===== config.mk =====
export PLATFORM = sky130hd
export DESIGN_NAME = accel_shake_detector
export DESIGN_NICKNAME = d
export VERILOG_FILES = /design/src/rtl/asd_pkg.sv /design/src/rtl/asd_front.sv /design/src/rtl/asd_queue.sv /design/src/rtl/asd_back.sv /design/src/rtl/accel_shake_detector.sv
export SDC_FILE = /design/constraint.sdc
export NUM_CORES = 2
export LEC_CHECK = 0
export BUFFER_PORTS_ARGS = -buffer_cell sky130_fd_sc_hd__buf_2
export CORE_MARGIN = 2
export CORE_UTILIZATION = 50
export DETAILED_ROUTE_END_ITERATION = 8
export PLACE_DENSITY = 0.72
export SLEW_MARGIN = 20
export SYNTH_ARGS = -nofsm -noshare
export SYNTH_HDL_FRONTEND = slang
export SYNTH_HIERARCHICAL = 1
export SYNTH_SLANG_ARGS = --single-unit

===== constraint.sdc =====
create_clock -name clk -period 10.2 [get_ports clk]
set_clock_uncertainty 0.2 [all_clocks]
set_input_delay 1.02 -clock clk [delete_from_list [all_inputs] [get_ports clk]]
set_output_delay 1.02 -clock clk [all_outputs]
set_load 0.01 [all_outputs]

===== src/rtl/asd_pkg.sv =====
package asd_pkg;

	localparam int unsigned SAMPLE_W   = 16;
	localparam int unsigned TIME_W     = 32;
	localparam int unsigned SUM_W      = 32;
	localparam int unsigned ROOT_W     = 16;
	localparam int unsigned CG_W       = 11;
	localparam int unsigned THRESH_W   = 16;
	localparam int unsigned CFG_IDX_W  = 2;
	localparam int unsigned CFG_DATA_W = 32;

	localparam int unsigned QUEUE_DEPTH = 2;

	localparam logic [ROOT_W-1:0] ONE_G_LSB = 16'd4096;

	localparam int unsigned CG_SHIFT  = 12;
	localparam int unsigned CG_PROD_W = ROOT_W + 7;
	localparam logic [6:0]  CG_PER_G  = 7'd100;
	localparam logic [CG_PROD_W-1:0] CG_ROUND = CG_PROD_W'(1 << (CG_SHIFT - 1));

	localparam logic               ENABLE_RST    = 1'b1;
	localparam logic [THRESH_W-1:0] THRESHOLD_RST = 16'd2048;
	localparam logic [TIME_W-1:0]  COOLDOWN_RST  = 32'd1000;

	typedef enum logic [CFG_IDX_W-1:0] {
		CFG_ENABLE    = 2'd0,
		CFG_THRESHOLD = 2'd1,
		CFG_COOLDOWN  = 2'd2
	} cfg_idx_t;

	typedef struct packed {
		logic                enable;
		logic [THRESH_W-1:0] threshold_lsb;
		logic [TIME_W-1:0]   cooldown_ms;
	} cfg_t;

	// One classified sample waiting for the root unit.
	typedef struct packed {
		logic [SUM_W-1:0]  sum;
		logic [TIME_W-1:0] now_ms;
		logic              busy;
	} job_t;

	// Converts 1/4096 g to hundredths of g, rounding half up.
	function automatic logic [CG_W-1:0] to_cg(input logic [ROOT_W-1:0] lsb);
		logic [CG_PROD_W-1:0] prod;
		prod = CG_PROD_W'(lsb) * CG_PROD_W'(CG_PER_G) + CG_ROUND;
		return prod[CG_PROD_W-1 -: CG_W];
	endfunction

endpackage


===== src/rtl/asd_front.sv =====
module asd_front (
	input  logic                               clk,
	input  logic                               arst_n,
	input  logic                               in_valid,
	output logic                               in_stall,
	input  logic signed [asd_pkg::SAMPLE_W-1:0] accel_x,
	input  logic signed [asd_pkg::SAMPLE_W-1:0] accel_y,
	input  logic signed [asd_pkg::SAMPLE_W-1:0] accel_z,
	input  logic [asd_pkg::TIME_W-1:0]          now_ms,
	input  logic                               busy_req,
	output logic                               push_valid,
	input  logic                               push_ready,
	output asd_pkg::job_t                      push_job
);

	typedef enum logic [1:0] {F_IDLE, F_MUL, F_PUSH} fstate_t;

	fstate_t                         state_q;
	logic [asd_pkg::SAMPLE_W-1:0]    abs_q [3];
	logic [1:0]                      sel_q;
	logic [asd_pkg::SUM_W-1:0]       sum_q;
	logic [asd_pkg::TIME_W-1:0]      now_q;
	logic                            busy_q;

	logic [asd_pkg::SAMPLE_W-1:0]    abs_x, abs_y, abs_z;
	logic [asd_pkg::SUM_W-1:0]       square;

	// The negation of the most negative value wraps to 0x8000, which is its magnitude.
	assign abs_x = accel_x[asd_pkg::SAMPLE_W-1] ? asd_pkg::SAMPLE_W'(-accel_x) : accel_x;
	assign abs_y = accel_y[asd_pkg::SAMPLE_W-1] ? asd_pkg::SAMPLE_W'(-accel_y) : accel_y;
	assign abs_z = accel_z[asd_pkg::SAMPLE_W-1] ? asd_pkg::SAMPLE_W'(-accel_z) : accel_z;

	assign square = asd_pkg::SUM_W'(abs_q[sel_q]) * asd_pkg::SUM_W'(abs_q[sel_q]);

	assign in_stall   = (state_q != F_IDLE);
	assign push_valid = (state_q == F_PUSH);
	assign push_job   = '{sum: sum_q, now_ms: now_q, busy: busy_q};

	always_ff @(posedge clk or negedge arst_n) begin
		if (!arst_n) begin
			state_q  <= F_IDLE;
			abs_q[0] <= '0;
			abs_q[1] <= '0;
			abs_q[2] <= '0;
			sel_q    <= '0;
			sum_q    <= '0;
			now_q    <= '0;
			busy_q   <= 1'b0;
		end else begin
			case (state_q)
				F_IDLE: begin
					if (in_valid) begin
						abs_q[0] <= abs_x;
						abs_q[1] <= abs_y;
						abs_q[2] <= abs_z;
						now_q    <= now_ms;
						busy_q   <= busy_req;
						sel_q    <= 2'd0;
						sum_q    <= '0;
						state_q  <= F_MUL;
					end
				end
				F_MUL: begin
					sum_q <= sum_q + square;
					if (sel_q == 2'd2) begin
						state_q <= F_PUSH;
					end else begin
						sel_q <= sel_q + 2'd1;
					end
				end
				F_PUSH: begin
					if (push_ready) begin
						state_q <= F_IDLE;
					end
				end
				default: begin
					state_q <= F_IDLE;
				end
			endcase
		end
	end

endmodule


===== src/rtl/asd_queue.sv =====
module asd_queue #(
	parameter int unsigned DEPTH = asd_pkg::QUEUE_DEPTH
) (
	input  logic          clk,
	input  logic          arst_n,
	input  logic          push_valid,
	output logic          push_ready,
	input  asd_pkg::job_t push_job,
	output logic          pop_valid,
	input  logic          pop_ready,
	output asd_pkg::job_t pop_job
);

	localparam int unsigned PTR_W = (DEPTH > 1) ? $clog2(DEPTH) : 1;
	localparam int unsigned CNT_W = $clog2(DEPTH + 1);

	asd_pkg::job_t     slot_q [DEPTH];
	logic [PTR_W-1:0]  wr_q, rd_q;
	logic [CNT_W-1:0]  count_q;
	logic              push, pop;

	assign push_ready = (count_q != CNT_W'(DEPTH));
	assign pop_valid  = (count_q != '0);
	assign pop_job    = slot_q[rd_q];
	assign push       = push_valid && push_ready;
	assign pop        = pop_valid && pop_ready;

	always_ff @(posedge clk) begin
		if (push) begin
			slot_q[wr_q] <= push_job;
		end
	end

	always_ff @(posedge clk or negedge arst_n) begin
		if (!arst_n) begin
			wr_q    <= '0;
			rd_q    <= '0;
			count_q <= '0;
		end else begin
			if (push) begin
				wr_q <= (wr_q == PTR_W'(DEPTH - 1)) ? '0 : wr_q + PTR_W'(1);
			end
			if (pop) begin
				rd_q <= (rd_q == PTR_W'(DEPTH - 1)) ? '0 : rd_q + PTR_W'(1);
			end
			if (push && !pop) begin
				count_q <= count_q + CNT_W'(1);
			end else if (pop && !push) begin
				count_q <= count_q - CNT_W'(1);
			end
		end
	end

endmodule


===== src/rtl/asd_back.sv =====
module asd_back (
	input  logic                        clk,
	input  logic                        arst_n,
	input  asd_pkg::cfg_t               cfg,
	input  logic                        pop_valid,
	output logic                        pop_ready,
	input  asd_pkg::job_t               pop_job,
	output logic                        out_valid,
	input  logic                        out_stall,
	output logic                        alarm,
	output logic [asd_pkg::CG_W-1:0]    magnitude_cg,
	output logic [asd_pkg::CG_W-1:0]    deviation_cg
);

	typedef enum logic [1:0] {B_IDLE, B_SQRT, B_FIN, B_OUT} bstate_t;

	bstate_t                       state_q;
	logic [asd_pkg::SUM_W-1:0]     rem_q;
	logic [asd_pkg::SUM_W-1:0]     root_q;
	logic [asd_pkg::SUM_W-1:0]     bit_q;
	logic [asd_pkg::TIME_W-1:0]    now_q;
	logic                          busy_q;
	logic [asd_pkg::ROOT_W-1:0]    dev_q;
	logic                          hit_q;
	logic [asd_pkg::TIME_W-1:0]    last_alarm_q;
	logic                          out_valid_q;
	logic                          alarm_q;
	logic [asd_pkg::CG_W-1:0]      magnitude_q;
	logic [asd_pkg::CG_W-1:0]      deviation_q;

	logic [asd_pkg::SUM_W:0]       trial;
	logic                          take;
	logic [asd_pkg::ROOT_W-1:0]    mag;
	logic [asd_pkg::ROOT_W-1:0]    dev;
	logic [asd_pkg::TIME_W-1:0]    elapsed;
	logic                          hit;
	logic                          out_free;
	logic                          load_out;

	// One result bit per step: compare the remainder with root plus the current bit.
	assign trial = {1'b0, root_q} + {1'b0, bit_q};
	assign take  = ({1'b0, rem_q} >= trial);

	assign mag     = root_q[asd_pkg::ROOT_W-1:0];
	assign dev     = (mag >= asd_pkg::ONE_G_LSB) ? mag - asd_pkg::ONE_G_LSB
	                                             : asd_pkg::ONE_G_LSB - mag;
	assign elapsed = now_q - last_alarm_q;
	assign hit     = cfg.enable && !busy_q && (dev >= cfg.threshold_lsb)
	                 && (elapsed > cfg.cooldown_ms);

	assign out_free  = !out_valid_q || !out_stall;
	assign load_out  = (state_q == B_OUT) && out_free;
	assign pop_ready = (state_q == B_IDLE);

	assign out_valid    = out_valid_q;
	assign alarm        = alarm_q;
	assign magnitude_cg = magnitude_q;
	assign deviation_cg = deviation_q;

	always_ff @(posedge clk or negedge arst_n) begin
		if (!arst_n) begin
			state_q      <= B_IDLE;
			rem_q        <= '0;
			root_q       <= '0;
			bit_q        <= '0;
			now_q        <= '0;
			busy_q       <= 1'b0;
			dev_q        <= '0;
			hit_q        <= 1'b0;
			last_alarm_q <= '0;
			out_valid_q  <= 1'b0;
			alarm_q      <= 1'b0;
			magnitude_q  <= '0;
			deviation_q  <= '0;
		end else begin
			if (load_out) begin
				out_valid_q <= 1'b1;
			end else if (!out_stall) begin
				out_valid_q <= 1'b0;
			end
			case (state_q)
				B_IDLE: begin
					if (pop_valid) begin
						rem_q   <= pop_job.sum;
						root_q  <= '0;
						bit_q   <= asd_pkg::SUM_W'(1) << (asd_pkg::SUM_W - 2);
						now_q   <= pop_job.now_ms;
						busy_q  <= pop_job.busy;
						state_q <= B_SQRT;
					end
				end
				B_SQRT: begin
					if (take) begin
						rem_q  <= rem_q - trial[asd_pkg::SUM_W-1:0];
						root_q <= (root_q >> 1) + bit_q;
					end else begin
						root_q <= root_q >> 1;
					end
					bit_q <= bit_q >> 2;
					if (bit_q[0]) begin
						state_q <= B_FIN;
					end
				end
				B_FIN: begin
					dev_q   <= dev;
					hit_q   <= hit;
					state_q <= B_OUT;
				end
				B_OUT: begin
					if (out_free) begin
						alarm_q     <= hit_q;
						magnitude_q <= asd_pkg::to_cg(mag);
						deviation_q <= asd_pkg::to_cg(dev_q);
						if (hit_q) begin
							last_alarm_q <= now_q;
						end
						state_q <= B_IDLE;
					end
				end
				default: begin
					state_q <= B_IDLE;
				end
			endcase
		end
	end

endmodule


===== src/rtl/accel_shake_detector.sv =====
// Channel  Handshake            Word
// in       in_valid / in_stall  accel_x, accel_y, accel_z, now_ms, busy_req
// out      out_valid / out_stall  alarm, magnitude_cg, deviation_cg
// cfg      cfg_valid / cfg_ready  cfg_index, cfg_data
//
// The front takes a word, then sums the three squares on one multiplier, one axis per
// step, and hands the job to the queue; it takes no new word until the queue takes it.
// The back runs the square root at two bits a cycle, then decides and formats the
// result, and takes no new job until it has loaded the output register.
// Reset clears the queue, the last alarm time and the output register, and loads
// the register defaults. An out stall holds up the in side once the queue fills.
module accel_shake_detector #(
	parameter int unsigned QUEUE_DEPTH = asd_pkg::QUEUE_DEPTH
) (
	input  logic                                clk,
	input  logic                                arst_n,
	input  logic                                in_valid,
	output logic                                in_stall,
	input  logic signed [asd_pkg::SAMPLE_W-1:0] accel_x,
	input  logic signed [asd_pkg::SAMPLE_W-1:0] accel_y,
	input  logic signed [asd_pkg::SAMPLE_W-1:0] accel_z,
	input  logic [asd_pkg::TIME_W-1:0]          now_ms,
	input  logic                                busy_req,
	output logic                                out_valid,
	input  logic                                out_stall,
	output logic                                alarm,
	output logic [asd_pkg::CG_W-1:0]            magnitude_cg,
	output logic [asd_pkg::CG_W-1:0]            deviation_cg,
	input  logic                                cfg_valid,
	output logic                                cfg_ready,
	input  logic [asd_pkg::CFG_IDX_W-1:0]       cfg_index,
	input  logic [asd_pkg::CFG_DATA_W-1:0]      cfg_data
);

	asd_pkg::cfg_t cfg_q;
	asd_pkg::job_t push_job, pop_job;
	logic          push_valid, push_ready, pop_valid, pop_ready;

	assign cfg_ready = 1'b1;

	always_ff @(posedge clk or negedge arst_n) begin
		if (!arst_n) begin
			cfg_q.enable        <= asd_pkg::ENABLE_RST;
			cfg_q.threshold_lsb <= asd_pkg::THRESHOLD_RST;
			cfg_q.cooldown_ms   <= asd_pkg::COOLDOWN_RST;
		end else if (cfg_valid && cfg_ready) begin
			case (cfg_index)
				asd_pkg::CFG_ENABLE:    cfg_q.enable        <= cfg_data[0];
				asd_pkg::CFG_THRESHOLD: cfg_q.threshold_lsb <= cfg_data[asd_pkg::THRESH_W-1:0];
				asd_pkg::CFG_COOLDOWN:  cfg_q.cooldown_ms   <= cfg_data[asd_pkg::TIME_W-1:0];
				default: begin
				end
			endcase
		end
	end

	asd_front u_front (
		.clk        (clk),
		.arst_n     (arst_n),
		.in_valid   (in_valid),
		.in_stall   (in_stall),
		.accel_x    (accel_x),
		.accel_y    (accel_y),
		.accel_z    (accel_z),
		.now_ms     (now_ms),
		.busy_req   (busy_req),
		.push_valid (push_valid),
		.push_ready (push_ready),
		.push_job   (push_job)
	);

	asd_queue #(
		.DEPTH (QUEUE_DEPTH)
	) u_queue (
		.clk        (clk),
		.arst_n     (arst_n),
		.push_valid (push_valid),
		.push_ready (push_ready),
		.push_job   (push_job),
		.pop_valid  (pop_valid),
		.pop_ready  (pop_ready),
		.pop_job    (pop_job)
	);

	asd_back u_back (
		.clk          (clk),
		.arst_n       (arst_n),
		.cfg          (cfg_q),
		.pop_valid    (pop_valid),
		.pop_ready    (pop_ready),
		.pop_job      (pop_job),
		.out_valid    (out_valid),
		.out_stall    (out_stall),
		.alarm        (alarm),
		.magnitude_cg (magnitude_cg),
		.deviation_cg (deviation_cg)
	);

endmodule


==> results.json <==
{
  "dieWidth_um": 282,
  "initial_utilization": 0.507,
  "core_mm2": 0.0761,
  "area.growth.synth_to_final_pct": 8.77,
  "crit_chain": "nor2b_1, buf_4, a21oi_1, inv_1, nand2_1, inv_1, fa_1, inv_1, fa_1, inv_1, fa_1, fa_1, fa_1, inv_1, fa_1, inv_1, ha_1, and3_1, nand4_1, o311ai_0, o211ai_1, a2111o_1, nand3_1",
  "io_buffers": 144,
  "final.setup.worst_slack_ps": 2030,
  "fin_setup_tns_ps": 0,
  "slew_headroom": 0.346,
  "ys_seq_elements": 488,
  "path_clk_slew_ps": 70,
  "seq_area_frac_synth": 0.334,
  "critical_path_required_ps": 10560,
  "grt-ovfl-total": 0,
  "cts_buffer_depth": 3,
  "holdCritPathClass": "input pin to async pin",
  "synth_compound_area_frac": 0.119,
  "cp_slowest_stage_delay_ps": 930,
  "post_cts_buffers": 0,
  "dieArea_mm2": 0.0793,
  "netlist_area_mm2": 0.0385,
  "routed_via_density": 5.38,
  "async_reset_ff_frac": 0.734,
  "antenna_found_initial": 2,
  "post-route-util": 0.551,
  "drt-initial-drc-count": 1738,
  "worst-endpoint-arrival_ps": 8520,
  "fin_nets": 4700,
  "cts_resized": 0,
  "drc": 0,
  "hold_viol": 0,
  "finalMaxSlewViolations": 0,
  "ios": 146,
  "dpl_worst_slack_ps": 2120,
  "ys_types": 97,
  "setup-violations-final": 0,
  "synth_fp_nets": 4597,
  "critPathCapture": "u_front/sum_q[29]$_DFFE_PN0P_",
  "die_h_um": 282,
  "status": "complete, no violations",
  "cts_buffers": 53,
  "syn_inst": 3885,
  "synth_top_family_by_area": "adder cells",
  "worstSetupEndpointType": "register",
  "cts_root_buf": "clkbuf_16",
  "gp_congestion": 0.901,
  "tritoncts": "built",
  "dpl.hpwl_mm": 69.2,
  "layout-drive-gt1-share": 0.126,
  "ys.warnings.count": 6,
  "worst_pin_slew_ps": 978,
  "synthXorXnorAreaFrac": 0.0567,
  "rr_startpoint": "u_front/sel_q[0]$_DFFE_PN0P_",
  "synth_fa_ha_area_frac": 0.234,
  "synth-edff-count": 130,
  "crit_start": "u_front/sel_q[0]$_DFFE_PN0P_",
  "grt_max_degree": 117,
  "max-cap-violations": 0,
  "fmax_mhz": 122,
  "num_rows": 101,
  "htree_levels": 2,
  "criticalPathCategory": "register to register",
  "ys.flop_type": "dfrtp_1",
  "wl_per_cell_um": 17.4,
  "rrSetupSlack_ps": 2030,
  "cts_hold_buf": 0,
  "grt_pass1_vias": 27400,
  "rsz0062_at_grt": "false",
  "ant_nets": 0,
  "startpoint_type": "register",
  "min_period_over_period": 0.801,
  "hold_slack_ps": 263,
  "grt_usage": 0.226,
  "grt_pass1_wl_mm": 143,
  "crit_fanout": 20,
  "vias": 27300,
  "syn_avg_cell_area_um2": 9.92,
  "period_minus_slack_ps": 8170,
  "synth.mux.area_fraction": 0.0794,
  "drt_wl_total_mm": 88.3,
  "reg2reg_depth": 23,
  "synth-simple-area-share": 0.105,
  "first_pass_iters": 5,
  "clkSinkCount": 488,
  "clk_latency_ps": 620,
  "r2r_end": "u_front/sum_q[29]$_DFFE_PN0P_",
  "slowest_stage": "dfrtp_1"
}
registers in the layout (all words and copies together), names as in the netlist, 2 cells and up:
| register | flops |
|---|---|
| cfg_q | 49 |
| u_back/bit_q | 16 |
| u_back/dev_q | 16 |
| u_back/deviation_cg | 11 |
| u_back/last_alarm_q | 32 |
| u_back/magnitude_cg | 11 |
| u_back/now_q | 32 |
| u_back/rem_q | 32 |
| u_back/root_q | 32 |
| u_back/state_q | 2 |
| u_front/abs_q | 48 |
| u_front/now_q | 32 |
| u_front/sel_q | 2 |
| u_front/state_q | 2 |
| u_front/sum_q | 32 |
| u_queue/count_q | 2 |
| u_queue/slot_q | 130 |
Yosys cell counts (60+ instances only):
cell	n	area (um^2)
inv_1	584	2190
nand2_1	447	1680
ha_1	379	4740
dfrtp_1	350	8760
fa_1	213	4260
o21ai_0	207	1040
nor2_1	170	638
xnor2_1	133	1160
edfxtp_1	130	3900
a21oi_1	129	646
mux2_2	125	1410
xor2_1	112	981
clkbuf_1	83	312
a21o_1	75	563
mux2_4	70	1050
nand3_1	63	315
mux2i_1	60	601
stage by stage:
step,cells,area [um^2]
2_1_floorplan,3885,38500
3_3_place_gp,4963,40200
3_5_place_dp,4963,40200
4_1_cts,5063,41900
5_1_grt,5065,41900
6_report,5065,41900
critical path, delay by kind of cell, from the launching register on:
family	cells	cell delay, ps
fa+ha+maj	7	3390
compound gates	4	1850
buf+inv	7	930
flops	1	930
simple gates	5	790
metal layers:
metal	routed length, um	global-route usage	vias to the layer above
met1	39300	0.294	13200
met4	3100	0.0797	0
met2	42700	0.391	603
li1	-	-	13300
met5	0	0	-
met3	3230	0.0236	145
worst min-delay path by stage:
| stage | end | slack, ps |
|---|---|---|
| after floorplan | u_queue/slot_q[0][10]$_DFFE_PP_ | 240 |
| after global placement | u_queue/slot_q[0][6]$_DFFE_PP_ | 250 |
| after detailed placement | u_queue/slot_q[0][5]$_DFFE_PP_ | 250 |
| after CTS | u_queue/slot_q[0][5]$_DFFE_PP_ | 260 |
| after global routing | u_queue/slot_q[0][5]$_DFFE_PP_ | 280 |
| final | u_back/dev_q[14]$_DFFE_PN0P_ | 260 |
logic make-up after synthesis:
| logic type | Yosys count |
|---|---|
| xor gates and xnor gates | 247 |
| other | 1 |
| adders and majority gates | 592 |
| buffers and inverters | 709 |
| DFF | 488 |
| muxes | 255 |
| and+or+nand+nor | 894 |
| AOI/OAI and AO/OA | 699 |
area by class of cell:
cell class	instances	area, um^2
clock buffer	69	1410
antenna	2	5.00
timing repair buffer	168	911
sequential	488	12900
inverter	589	2210
multi-input combinational	2688	22900
clock inverter	31	298
tap	1030	1290
fill	6670	34200
cells in the final DEF (no fill, tap or decap), types with 10 or more instances in the layout:
cell type and n:
nor2b_1 31, clkinv_1 12, o21a_1 25, nor2_1 169, inv_1 584, a21oi_1 129, o211ai_1 22, nand3_1 63
clkbuf_16 53, nand2_1 445, buf_2 143, nand4_1 36, nand2b_1 25, edfxtp_1 130, clkbuf_1 14, o22ai_1 21
o21ai_0 207, o31ai_1 23, mux2_4 70, or3_1 12, fa_1 213, and3_1 19, dfrtp_1 349, mux2i_1 60
xor2_1 112, a211oi_1 14, mux2_2 125, a31o_2 16, xnor2_1 133, buf_4 24, a31oi_1 35, ha_1 378
a22o_1 16, nor4_1 11, nor3_1 24, o21bai_1 19, a21o_1 75, nor3b_1 10
Power is not shown: default switching activity piles up to over one toggle a cycle in this logic, so the estimate is an artifact.
